==> src/sv/sgag_pkg.sv <==
// Shared types and constants for the strided gather address generator.
package sgag_pkg;

    localparam int MAX_DIMS     = 4;
    localparam int SIZE_W       = 16;
    localparam int STRIDE_W     = 24;
    localparam int INDEX_W      = 32;
    localparam int CFG_INDEX_W  = 4;
    localparam int CFG_DATA_W   = 24;
    localparam int PROD_W       = SIZE_W + STRIDE_W;

    // Register indexes: sizes first, then strides.
    localparam logic [CFG_INDEX_W-1:0] REG_SIZE_BASE   = CFG_INDEX_W'(0);
    localparam logic [CFG_INDEX_W-1:0] REG_STRIDE_BASE = CFG_INDEX_W'(4);

    typedef logic [SIZE_W-1:0]   t_coord;
    typedef logic [STRIDE_W-1:0] t_stride;
    typedef logic [INDEX_W-1:0]  t_index;

    // One beat travelling down the chain of cells. The coordinate vector is
    // shifted by one slot in every cell, so slot 0 is always the one the
    // current cell consumes.
    typedef struct packed {
        logic                       valid;
        t_index                     src;
        t_index                     dest;
        logic                       last;
        logic [MAX_DIMS-1:0][SIZE_W-1:0] coords;
    } t_beat;

endpackage

==> src/sv/sgag_odometer.sv <==
// Coordinate odometer and element counter that launch each beat into the chain.
module sgag_odometer
    import sgag_pkg::*;
(
    input  logic                             i_clk,
    input  logic                             i_rst_n,
    input  logic                             i_accept,
    input  logic                             i_restart,
    input  logic [MAX_DIMS-1:0][SIZE_W-1:0]  i_sizes,
    output t_beat                            o_beat
);

    t_coord [MAX_DIMS-1:0] r_coord;
    t_coord [MAX_DIMS-1:0] n_coord;
    t_index                r_count;
    t_index                n_count;

    t_coord [MAX_DIMS-1:0] eff_coord;
    logic   [MAX_DIMS-1:0] at_max;
    logic                  carry;
    logic                  all_max;
    t_index                eff_count;

    always_comb begin
        eff_count = i_restart ? '0 : r_count;
        all_max   = 1'b1;
        for (int d = 0; d < MAX_DIMS; d++) begin
            eff_coord[d] = i_restart ? '0 : r_coord[d];
            // A size of zero behaves like a size of one.
            at_max[d] = (i_sizes[d] == '0) || (eff_coord[d] >= i_sizes[d] - SIZE_W'(1));
            all_max   = all_max & at_max[d];
        end

        // Innermost dimension advances first; a wrap carries outward.
        carry   = 1'b1;
        n_coord = eff_coord;
        for (int d = MAX_DIMS - 1; d >= 0; d--) begin
            if (carry) begin
                if (at_max[d]) begin
                    n_coord[d] = '0;
                end else begin
                    n_coord[d] = eff_coord[d] + SIZE_W'(1);
                    carry      = 1'b0;
                end
            end
        end

        n_count = all_max ? '0 : eff_count + INDEX_W'(1);

        o_beat.valid  = i_accept;
        o_beat.src    = '0;
        o_beat.dest   = eff_count;
        o_beat.last   = all_max;
        o_beat.coords = eff_coord;
    end

    always_ff @(posedge i_clk) begin
        if (!i_rst_n) begin
            r_coord <= '0;
            r_count <= '0;
        end else if (i_accept) begin
            r_coord <= n_coord;
            r_count <= n_count;
        end
    end

endmodule

==> src/sv/sgag_cell.sv <==
// One cell of the chain: adds its dimension's coordinate times stride to the sum.
module sgag_cell
    import sgag_pkg::*;
(
    input  logic    i_clk,
    input  logic    i_rst_n,
    input  logic    i_en,
    input  t_stride i_stride,
    input  t_beat   i_beat,
    output t_beat   o_beat
);

    t_beat               r_beat;
    t_beat               n_beat;
    logic [PROD_W-1:0]   product;

    always_comb begin
        product      = PROD_W'(i_beat.coords[0]) * PROD_W'(i_stride);
        n_beat       = i_beat;
        n_beat.src   = i_beat.src + product[INDEX_W-1:0];
        // The next dimension moves into slot 0; the top slot fills with zero.
        n_beat.coords = i_beat.coords >> SIZE_W;
    end

    always_ff @(posedge i_clk) begin
        if (!i_rst_n) begin
            r_beat.valid <= 1'b0;
        end else if (i_en) begin
            r_beat.valid <= n_beat.valid;
        end
        if (i_en) begin
            r_beat.src    <= n_beat.src;
            r_beat.dest   <= n_beat.dest;
            r_beat.last   <= n_beat.last;
            r_beat.coords <= n_beat.coords;
        end
    end

    assign o_beat = r_beat;

endmodule

==> src/sv/strided_gather_address_generator_top.sv <==
// Top level of the strided gather address generator.
//
// The block walks a tensor of up to four dimensions in row-major order and
// emits, for every input beat, the strided source element index, the
// contiguous destination index and a flag on the final element.
// Input channel: i_valid / o_ready with the restart bit; a set restart
// clears the coordinates and the element counter before that element.
// Output channel: o_valid / i_ready with source index, dest index and last.
// Configuration: i_cfg_we writes i_cfg_data to register i_cfg_index in the
// same cycle. Indexes 0 to 3 are the sizes, 4 to 7 the strides; others are
// ignored. Write only while no beat is in flight.
// Throughput is one beat per cycle while the receiver does not stall. The
// odometer updates its coordinates once per accepted beat, and the products
// are summed by a chain of MAX_DIMS cells, one multiply-add per cell; each
// cell registers the beat, and o_valid comes from the last cell's register.
// When the receiver stalls, the whole chain holds and o_ready drops until
// the output beat is taken; empty slots in the chain hold as well.
// Reset clears the coordinates, the counter and the chain's valid bits, and
// returns sizes to one and strides to zero.
module strided_gather_address_generator_top
    import sgag_pkg::*;
(
    input  logic                   i_clk,
    input  logic                   i_rst_n,
    input  logic                   i_valid,
    output logic                   o_ready,
    input  logic                   i_restart,
    output logic                   o_valid,
    input  logic                   i_ready,
    output logic [INDEX_W-1:0]     o_source_index,
    output logic [INDEX_W-1:0]     o_dest_index,
    output logic                   o_last,
    input  logic                   i_cfg_we,
    input  logic [CFG_INDEX_W-1:0] i_cfg_index,
    input  logic [CFG_DATA_W-1:0]  i_cfg_data
);

    logic [MAX_DIMS-1:0][SIZE_W-1:0]   r_size;
    logic [MAX_DIMS-1:0][STRIDE_W-1:0] r_stride;

    logic  en;
    logic  accept;
    t_beat chain [MAX_DIMS+1];

    // Configuration registers. Slots above MAX_DIMS are simply not kept.
    always_ff @(posedge i_clk) begin
        if (!i_rst_n) begin
            for (int d = 0; d < MAX_DIMS; d++) begin
                r_size[d]   <= SIZE_W'(1);
                r_stride[d] <= '0;
            end
        end else if (i_cfg_we) begin
            for (int d = 0; d < MAX_DIMS; d++) begin
                if (i_cfg_index == REG_SIZE_BASE + CFG_INDEX_W'(d)) begin
                    r_size[d] <= i_cfg_data[SIZE_W-1:0];
                end
                if (i_cfg_index == REG_STRIDE_BASE + CFG_INDEX_W'(d)) begin
                    r_stride[d] <= i_cfg_data[STRIDE_W-1:0];
                end
            end
        end
    end

    // The chain moves whenever the output slot is free or being emptied.
    assign en      = !chain[MAX_DIMS].valid || i_ready;
    assign o_ready = en;
    assign accept  = i_valid && en;

    sgag_odometer u_odometer (
        .i_clk     (i_clk),
        .i_rst_n   (i_rst_n),
        .i_accept  (accept),
        .i_restart (i_restart),
        .i_sizes   (r_size),
        .o_beat    (chain[0])
    );

    for (genvar g = 0; g < MAX_DIMS; g++) begin : g_cell
        sgag_cell u_cell (
            .i_clk    (i_clk),
            .i_rst_n  (i_rst_n),
            .i_en     (en),
            .i_stride (r_stride[g]),
            .i_beat   (chain[g]),
            .o_beat   (chain[g+1])
        );
    end

    assign o_valid        = chain[MAX_DIMS].valid;
    assign o_source_index = chain[MAX_DIMS].src;
    assign o_dest_index   = chain[MAX_DIMS].dest;
    assign o_last         = chain[MAX_DIMS].last;

endmodule

==> config.mk <==
export PLATFORM = sky130hd
export DESIGN_NAME = strided_gather_address_generator_top
export DESIGN_NICKNAME = d
export VERILOG_FILES = /design/src/sv/sgag_pkg.sv /design/src/sv/sgag_odometer.sv /design/src/sv/sgag_cell.sv /design/src/sv/strided_gather_address_generator_top.sv
export SDC_FILE = /design/constraint.sdc
export NUM_CORES = 2
export LEC_CHECK = 0
export BUFFER_PORTS_ARGS = -buffer_cell sky130_fd_sc_hd__buf_4
export CAP_MARGIN = 30
export CORE_ASPECT_RATIO = 1.75
export CORE_MARGIN = 5
export CORE_UTILIZATION = 60
export DETAILED_ROUTE_END_ITERATION = 12
export PLACE_DENSITY = 0.79
export SKIP_CTS_REPAIR_TIMING = 1
export SYNTH_ARGS = -nofsm -noshare
export SYNTH_HDL_FRONTEND = slang
export SYNTH_SLANG_ARGS = --single-unit
==> constraint.sdc <==
create_clock -name i_clk -period 13.8 [get_ports i_clk]
set_clock_uncertainty 0.2 [all_clocks]
set_input_delay 3.45 -clock i_clk [delete_from_list [all_inputs] [get_ports i_clk]]
set_output_delay 3.45 -clock i_clk [all_outputs]
set_load 0.03 [all_outputs]
== Yosys cells after proc, flatten, opt, wreduce, memory -nomap -nowiden ==
Index checks and enable logic that the tools add are counted.
W data, S select, Z words.

* Bits in read-only memories: 0
* RAM bits: 0
* Memories: 0
* Latch bits: 0
* Register bits after elaboration: 616
* Input port bits: 34

* Multiply operators: 4
* Equal/unequal tests: 7
* Shift operators: 0
* Divide/modulo/power cells: 0
* $add $sub $neg: 12
* Bitwise operators: 3
* Mux-type cells: 18
* Reduce and logical (&&, ||, !) cells: 20
* Order comparisons: 4

{| class="wikitable"
|+ Operator list
! kind !! count
|-
| $mux W16 || 11
|-
| $mul A16 B24 Y32 || 4
|-
| $add A32 B32 Y32 || 3
|-
| $add A16 B1 Y16 const B || 4
|-
| $ge A16 B16 Y1 || 4
|-
| $logic_not A16 Y1 || 4
|-
| $mux W32 || 2
|-
| $sub A16 B1 Y16 const B || 4
|-
| $add A32 B1 Y32 const B || 1
|-
| $eq A4 B3 Y1 const B || 4
|-
| $reduce_and A2 Y1 || 8
|-
| $eq A4 B2 Y1 const B || 2
|-
| $logic_or A1 B1 Y1 || 5
|-
| $mux W1 || 5
|-
| $eq A4 B1 Y1 const B || 1
|-
| $logic_not A4 Y1 || 1
|-
| $and A1 B1 Y1 || 3
|-
| $logic_and A1 B1 Y1 || 1
|-
| $logic_not A1 Y1 || 1
|}

== Logic depth before layout (Yosys ltp) ==
* Depth after elaboration: 7
* Gate-level depth with buffers: 29

== Modules after synthesis ==
From an unflattened synthesis, not the netlist that was laid out.

* Cells, all modules: 7906
* Area total of the unflattened synthesis: 76886.2 um^2

{| class="wikitable"
|+ Modules (own cells, without submodules)
! module !! cells an instance !! instances !! area an instance (um^2) !! sequential area each (um^2)
|-
| sgag_cell (g_cell[1].u_cell ...) || 1530 || 2 || 15413.5 || 3413.3
|-
| sgag_cell (g_cell[3].u_cell) || 1528 || 1 || 15438.6 || 3413.3
|-
| sgag_cell (g_cell[0].u_cell) || 1511 || 1 || 15362.2 || 3413.3
|-
| sgag_odometer || 1249 || 1 || 9345.2 || 1921.8
|-
| strided_gather_address_generator_top || 558 || 1 || 5913.2 || 3203.1
|}

== Worst setup path before layout ==
OpenSTA, ideal clock, no wires.

* Kind: input -> output
* Start: input port i_ready
* End: output port o_ready
* Path buffers: 0
* Cell stages on the path: 2
* Data arrival time: 10.620 ns
* Path slack: -0.470 ns
* Data required time: 10.150 ns
* Cells stage by stage: nor2b_1 -> inv_1

* Cells in the longest elaborated chain, start to end: 1

{| class="wikitable"
|+ Ends and longest elaborated chain
! what !! RTL line !! source
|-
| start: declaration || strided_gather_address_generator_top.sv:29 || <nowiki>input logic i_ready,</nowiki>
|-
| $logic_or A1 B1 Y1 || strided_gather_address_generator_top.sv:65 || <nowiki>assign en = !chain[MAX_DIMS].valid || i_ready;</nowiki>
|-
| end: declaration || strided_gather_address_generator_top.sv:26 || <nowiki>output logic o_ready,</nowiki>
|}

Every way passes these cells.

==> run summary <==
Hold Vio Cnt, Final -> 0
worst-path fanout max -> 76
number of remaining DRC errors -> 0
placed cell areas -> 0.0729 sq mm
number of enable-type register cells in the synthesized netlist -> 356
area of the placeable core -> 0.118 sq mm
worst-margin pin slew -> 1.08 ns
Net Sw Frac -> 27.1%
worst path cell trace -> buf_4, inv_1, and3_1, fa_1, inv_1, fa_1, fa_1, inv_1, fa_1, fa_1, inv_1, fa_1, inv_1, ha_1, and3_1, a221o_1, a31o_2, a221o_1, o211ai_1, a31oi_1, o21a_1, nor2_1, xnor2_1
final wirelength -> 203 mm
CTS Root Cell -> sky130_fd_sc_hd__clkbuf_16
DRT Pass-1 Iters -> 6
Arr. time, crit path -> 10.63 ns
cell depth of the worst hold path -> 0
count of yosys warnings during synthesis -> 0
most prevalent standard cell on the critical path -> sky130_fd_sc_hd__fa_1
Max Transition Viols Final -> 0
number of nets produced by synthesis -> 9,368
Max rail drop VDD -> 0.000101 V
Relative slew margins -> 27.8%
area of all placed cells without fillers -> 0.0751 sq mm
gate count after technology mapping -> 7,734
count of endpoints failing setup in the final report -> 0
Setup WS pre-CTS -> 2.79 ns
FFs w/ async S/R, synth -> 0%
die span in y -> 466 microns
combined global-route utilization of all metal layers -> 32.4%
Reg clk slew, reported paths -> 0.07 ns
Core Rows -> 167
unrepaired setup endpoints after global routing -> false
worst-case reg-to-reg path depth -> 20
class of the tightest hold or removal check -> flop to flop
Area growth syn-to-layout -> 5.27%
max-cap viol count -> 0
CTS Buf Count -> 58
number of DRC markers after the initial detailed-route iteration -> 3,706
wire length of the first global-routing pass -> 315 mm
FMAX -> 0.0958 GHz
buffers added on ports -> 100
internal power of the cells -> 0.00310 W
Synth Cell Area -> 0.0713 sq mm
H-tree levels -> 2
die extent in x -> 271 microns
part of the Yosys area used for sequential elements -> 22.3%
Synth cell types -> 80
clock power share -> 41.5%
flip-flop cell with the highest count after synthesis -> sky130_fd_sc_hd__edfxtp_1
Avg Vias per Cell -> 5.86
total clock sinks -> 616
Max clock buf depth -> 3
outcome -> finished clean
WL per Instance -> 22.1 microns
smallest hold slack -> 0.196 ns
startpoint types -> primary input
sequential share of power -> 48.1%
I/O pin count -> 101
die area -> 0.126 sq mm
required time of the critical path -> 13.99 ns
Critical Setup Path Class -> primary input to flop
Tmin final -> 10.44 ns
post-synthesis average cell area -> 9.22 sq um
net total in the final layout -> 9,205
Setup crit end kind -> flop
worst skew pair latency -> 0.68 ns
initial antenna violation count -> 6
final weighted congestion of routability-driven global placement -> 0.997
switching power of the nets -> 0.00115 W
Leak Pwr -> 35.6 nW
vias after detailed routing -> 53,600
count of nets left with antenna violations after detail routing -> 0
final cycle utilization of the critical path -> 75.7%
CTS tree -> done
delay of the slowest cell on the worst path -> 0.65 ns
TNS Setup -> 0 ns
initial standard-cell utilization of the core -> 60.3%
pin count of the biggest net entering global routing -> 142
final setup slack of the worst path -> 3.36 ns
combinational cell fraction of total power -> 10.4%
pwr dens -> 56.6 mW/mm^2
vias in the first global route -> 58,500
hpwl dp -> 154 mm
cell with the largest stage delay on the worst path -> sky130_fd_sc_hd__buf_4
grt ovf -> 0
share of cells above drive strength 1 -> 4.46%
post-synthesis sequential element count -> 616
flip-flops by register name, indices dropped and copies added, names as in the netlist:
register and flops:
g_cell.u_cell.o_beat 360, r_size 64, r_stride 96, u_odometer.r_coord 64
u_odometer.r_count 32
power groups by stage:
stage	Combinational (W)	Clock (W)	Sequential, W
floorplan	0.000290	0	0.00205
global placement	0.000417	0	0.00208
detailed placement	0.000428	0	0.00208
CTS	0.000430	0.00179	0.00204
global route	0.000468	0.00185	0.00205
finish	0.000441	0.00176	0.00204
metal layers:
metal,GRT usage (%),vias to the layer above,part of all wire (%)
met5,0,-,0.014
met4,28.8,4,11
met3,4.70,1082,6.6
met2,58.1,2501,51
met1,32.4,26900,31
li1,-,23100,-
cells by family (layout without fill, tap and decap cells):
logic type	after synthesis	count (layout)	synth area share, %
XOR/XNOR	230	230	2.83
other	0	7	0
adder cells (fa/ha/maj)	1600	1600	40.8
AO/OA/AOI/OAI	717	717	6.19
AND/OR/NAND/NOR	2498	2498	16.5
flip-flops	616	616	22.3
multiplexers	3	3	0.0439
buffers and inverters	2070	1957	11.3
metrics by stage:
stage | util (%) | cells | power (W)
floorplan | - | 7734 | 0.00234
finish | 63.5 | 9149 | 0.00425
detailed placement | 61.6 | 9027 | 0.00251
CTS | 63.4 | 9137 | 0.00426
global placement | 61.6 | 9024 | 0.00250
global route | 63.5 | 9143 | 0.00437
layout make-up:
type                       instances  area [sq um]
inverter                        1645          6180
fill                            9529         43200
sequential                       616         15900
clock buffer                      69          1540
clock inverter                    41           536
multi-input combinational       5048         47400
tap                             1521          1900
timing repair buffer             202          1590
antenna                            7          17.5
layout by cell type, fill, tap and decap left out, drive strengths merged, types with 9 or more instances in the layout:
| master | instances |
|---|---|
| nor2 | 166 |
| nand2b | 20 |
| xnor2 | 176 |
| and2 | 492 |
| o21a | 25 |
| o31ai | 22 |
| nor3 | 57 |
| inv | 1652 |
| a21oi | 301 |
| bufinv | 9 |
| edfxtp | 356 |
| a31oi | 19 |
| nor4 | 26 |
| a211oi | 22 |
| and3 | 68 |
| clkinv | 22 |
| o21bai | 13 |
| or4 | 15 |
| o21ai | 128 |
| nor3b | 19 |
| a21o | 80 |
| nand4 | 30 |
| nand2 | 1374 |
| clkbuf | 69 |
| xor2 | 54 |
| nand3b | 18 |
| nor2b | 93 |
| fa | 1210 |
| o211ai | 16 |
| ha | 390 |
| nand3 | 69 |
| or3 | 21 |
| dfxtp | 260 |
| buf | 202 |
path summary, 6_finish.rpt:
check | from | endpoint | slack (ns)
hold / removal | g_cell[1].u_cell.o_beat[17] | g_cell[2].u_cell.o_beat[1] | 0.20
setup reg to reg | g_cell[1].u_cell.o_beat[10] | g_cell[2].u_cell.o_beat[128] | 5.24
setup / recovery | i_restart | g_cell[0].u_cell.o_beat[128] | 3.36
hold reg to reg | g_cell[1].u_cell.o_beat[17] | g_cell[2].u_cell.o_beat[1] | 0.20
critical path: cells and delay by family:
kind,cells,cell delay (ns)
compound gates,6,1.54
xor+xnor,1,0.07
fa+ha+maj,7,3.37
buf+inv,6,1.46
simple gates,3,0.71
synth_stat cells, types with 24 or more instances:
cell | number | area (sq um)
sky130_fd_sc_hd__a21o_1 | 80 | 601
sky130_fd_sc_hd__a21oi_1 | 301 | 1510
sky130_fd_sc_hd__and2_1 | 492 | 3080
sky130_fd_sc_hd__and3_1 | 68 | 425
sky130_fd_sc_hd__buf_4 | 73 | 548
sky130_fd_sc_hd__clkbuf_1 | 336 | 1260
sky130_fd_sc_hd__dfxtp_1 | 260 | 5200
sky130_fd_sc_hd__edfxtp_1 | 356 | 10700
sky130_fd_sc_hd__fa_1 | 1210 | 24200
sky130_fd_sc_hd__ha_1 | 390 | 4880
sky130_fd_sc_hd__inv_1 | 1645 | 6170
sky130_fd_sc_hd__nand2_1 | 1374 | 5160
sky130_fd_sc_hd__nand3_1 | 68 | 340
sky130_fd_sc_hd__nand4_1 | 30 | 188
sky130_fd_sc_hd__nor2_1 | 166 | 623
sky130_fd_sc_hd__nor2b_1 | 93 | 582
sky130_fd_sc_hd__nor3_1 | 57 | 285
sky130_fd_sc_hd__nor4_1 | 24 | 150
sky130_fd_sc_hd__o21a_1 | 25 | 188
sky130_fd_sc_hd__o21ai_0 | 127 | 636
sky130_fd_sc_hd__xnor2_1 | 176 | 1540
sky130_fd_sc_hd__xor2_1 | 54 | 473
(Power assumes the default switching activity.)
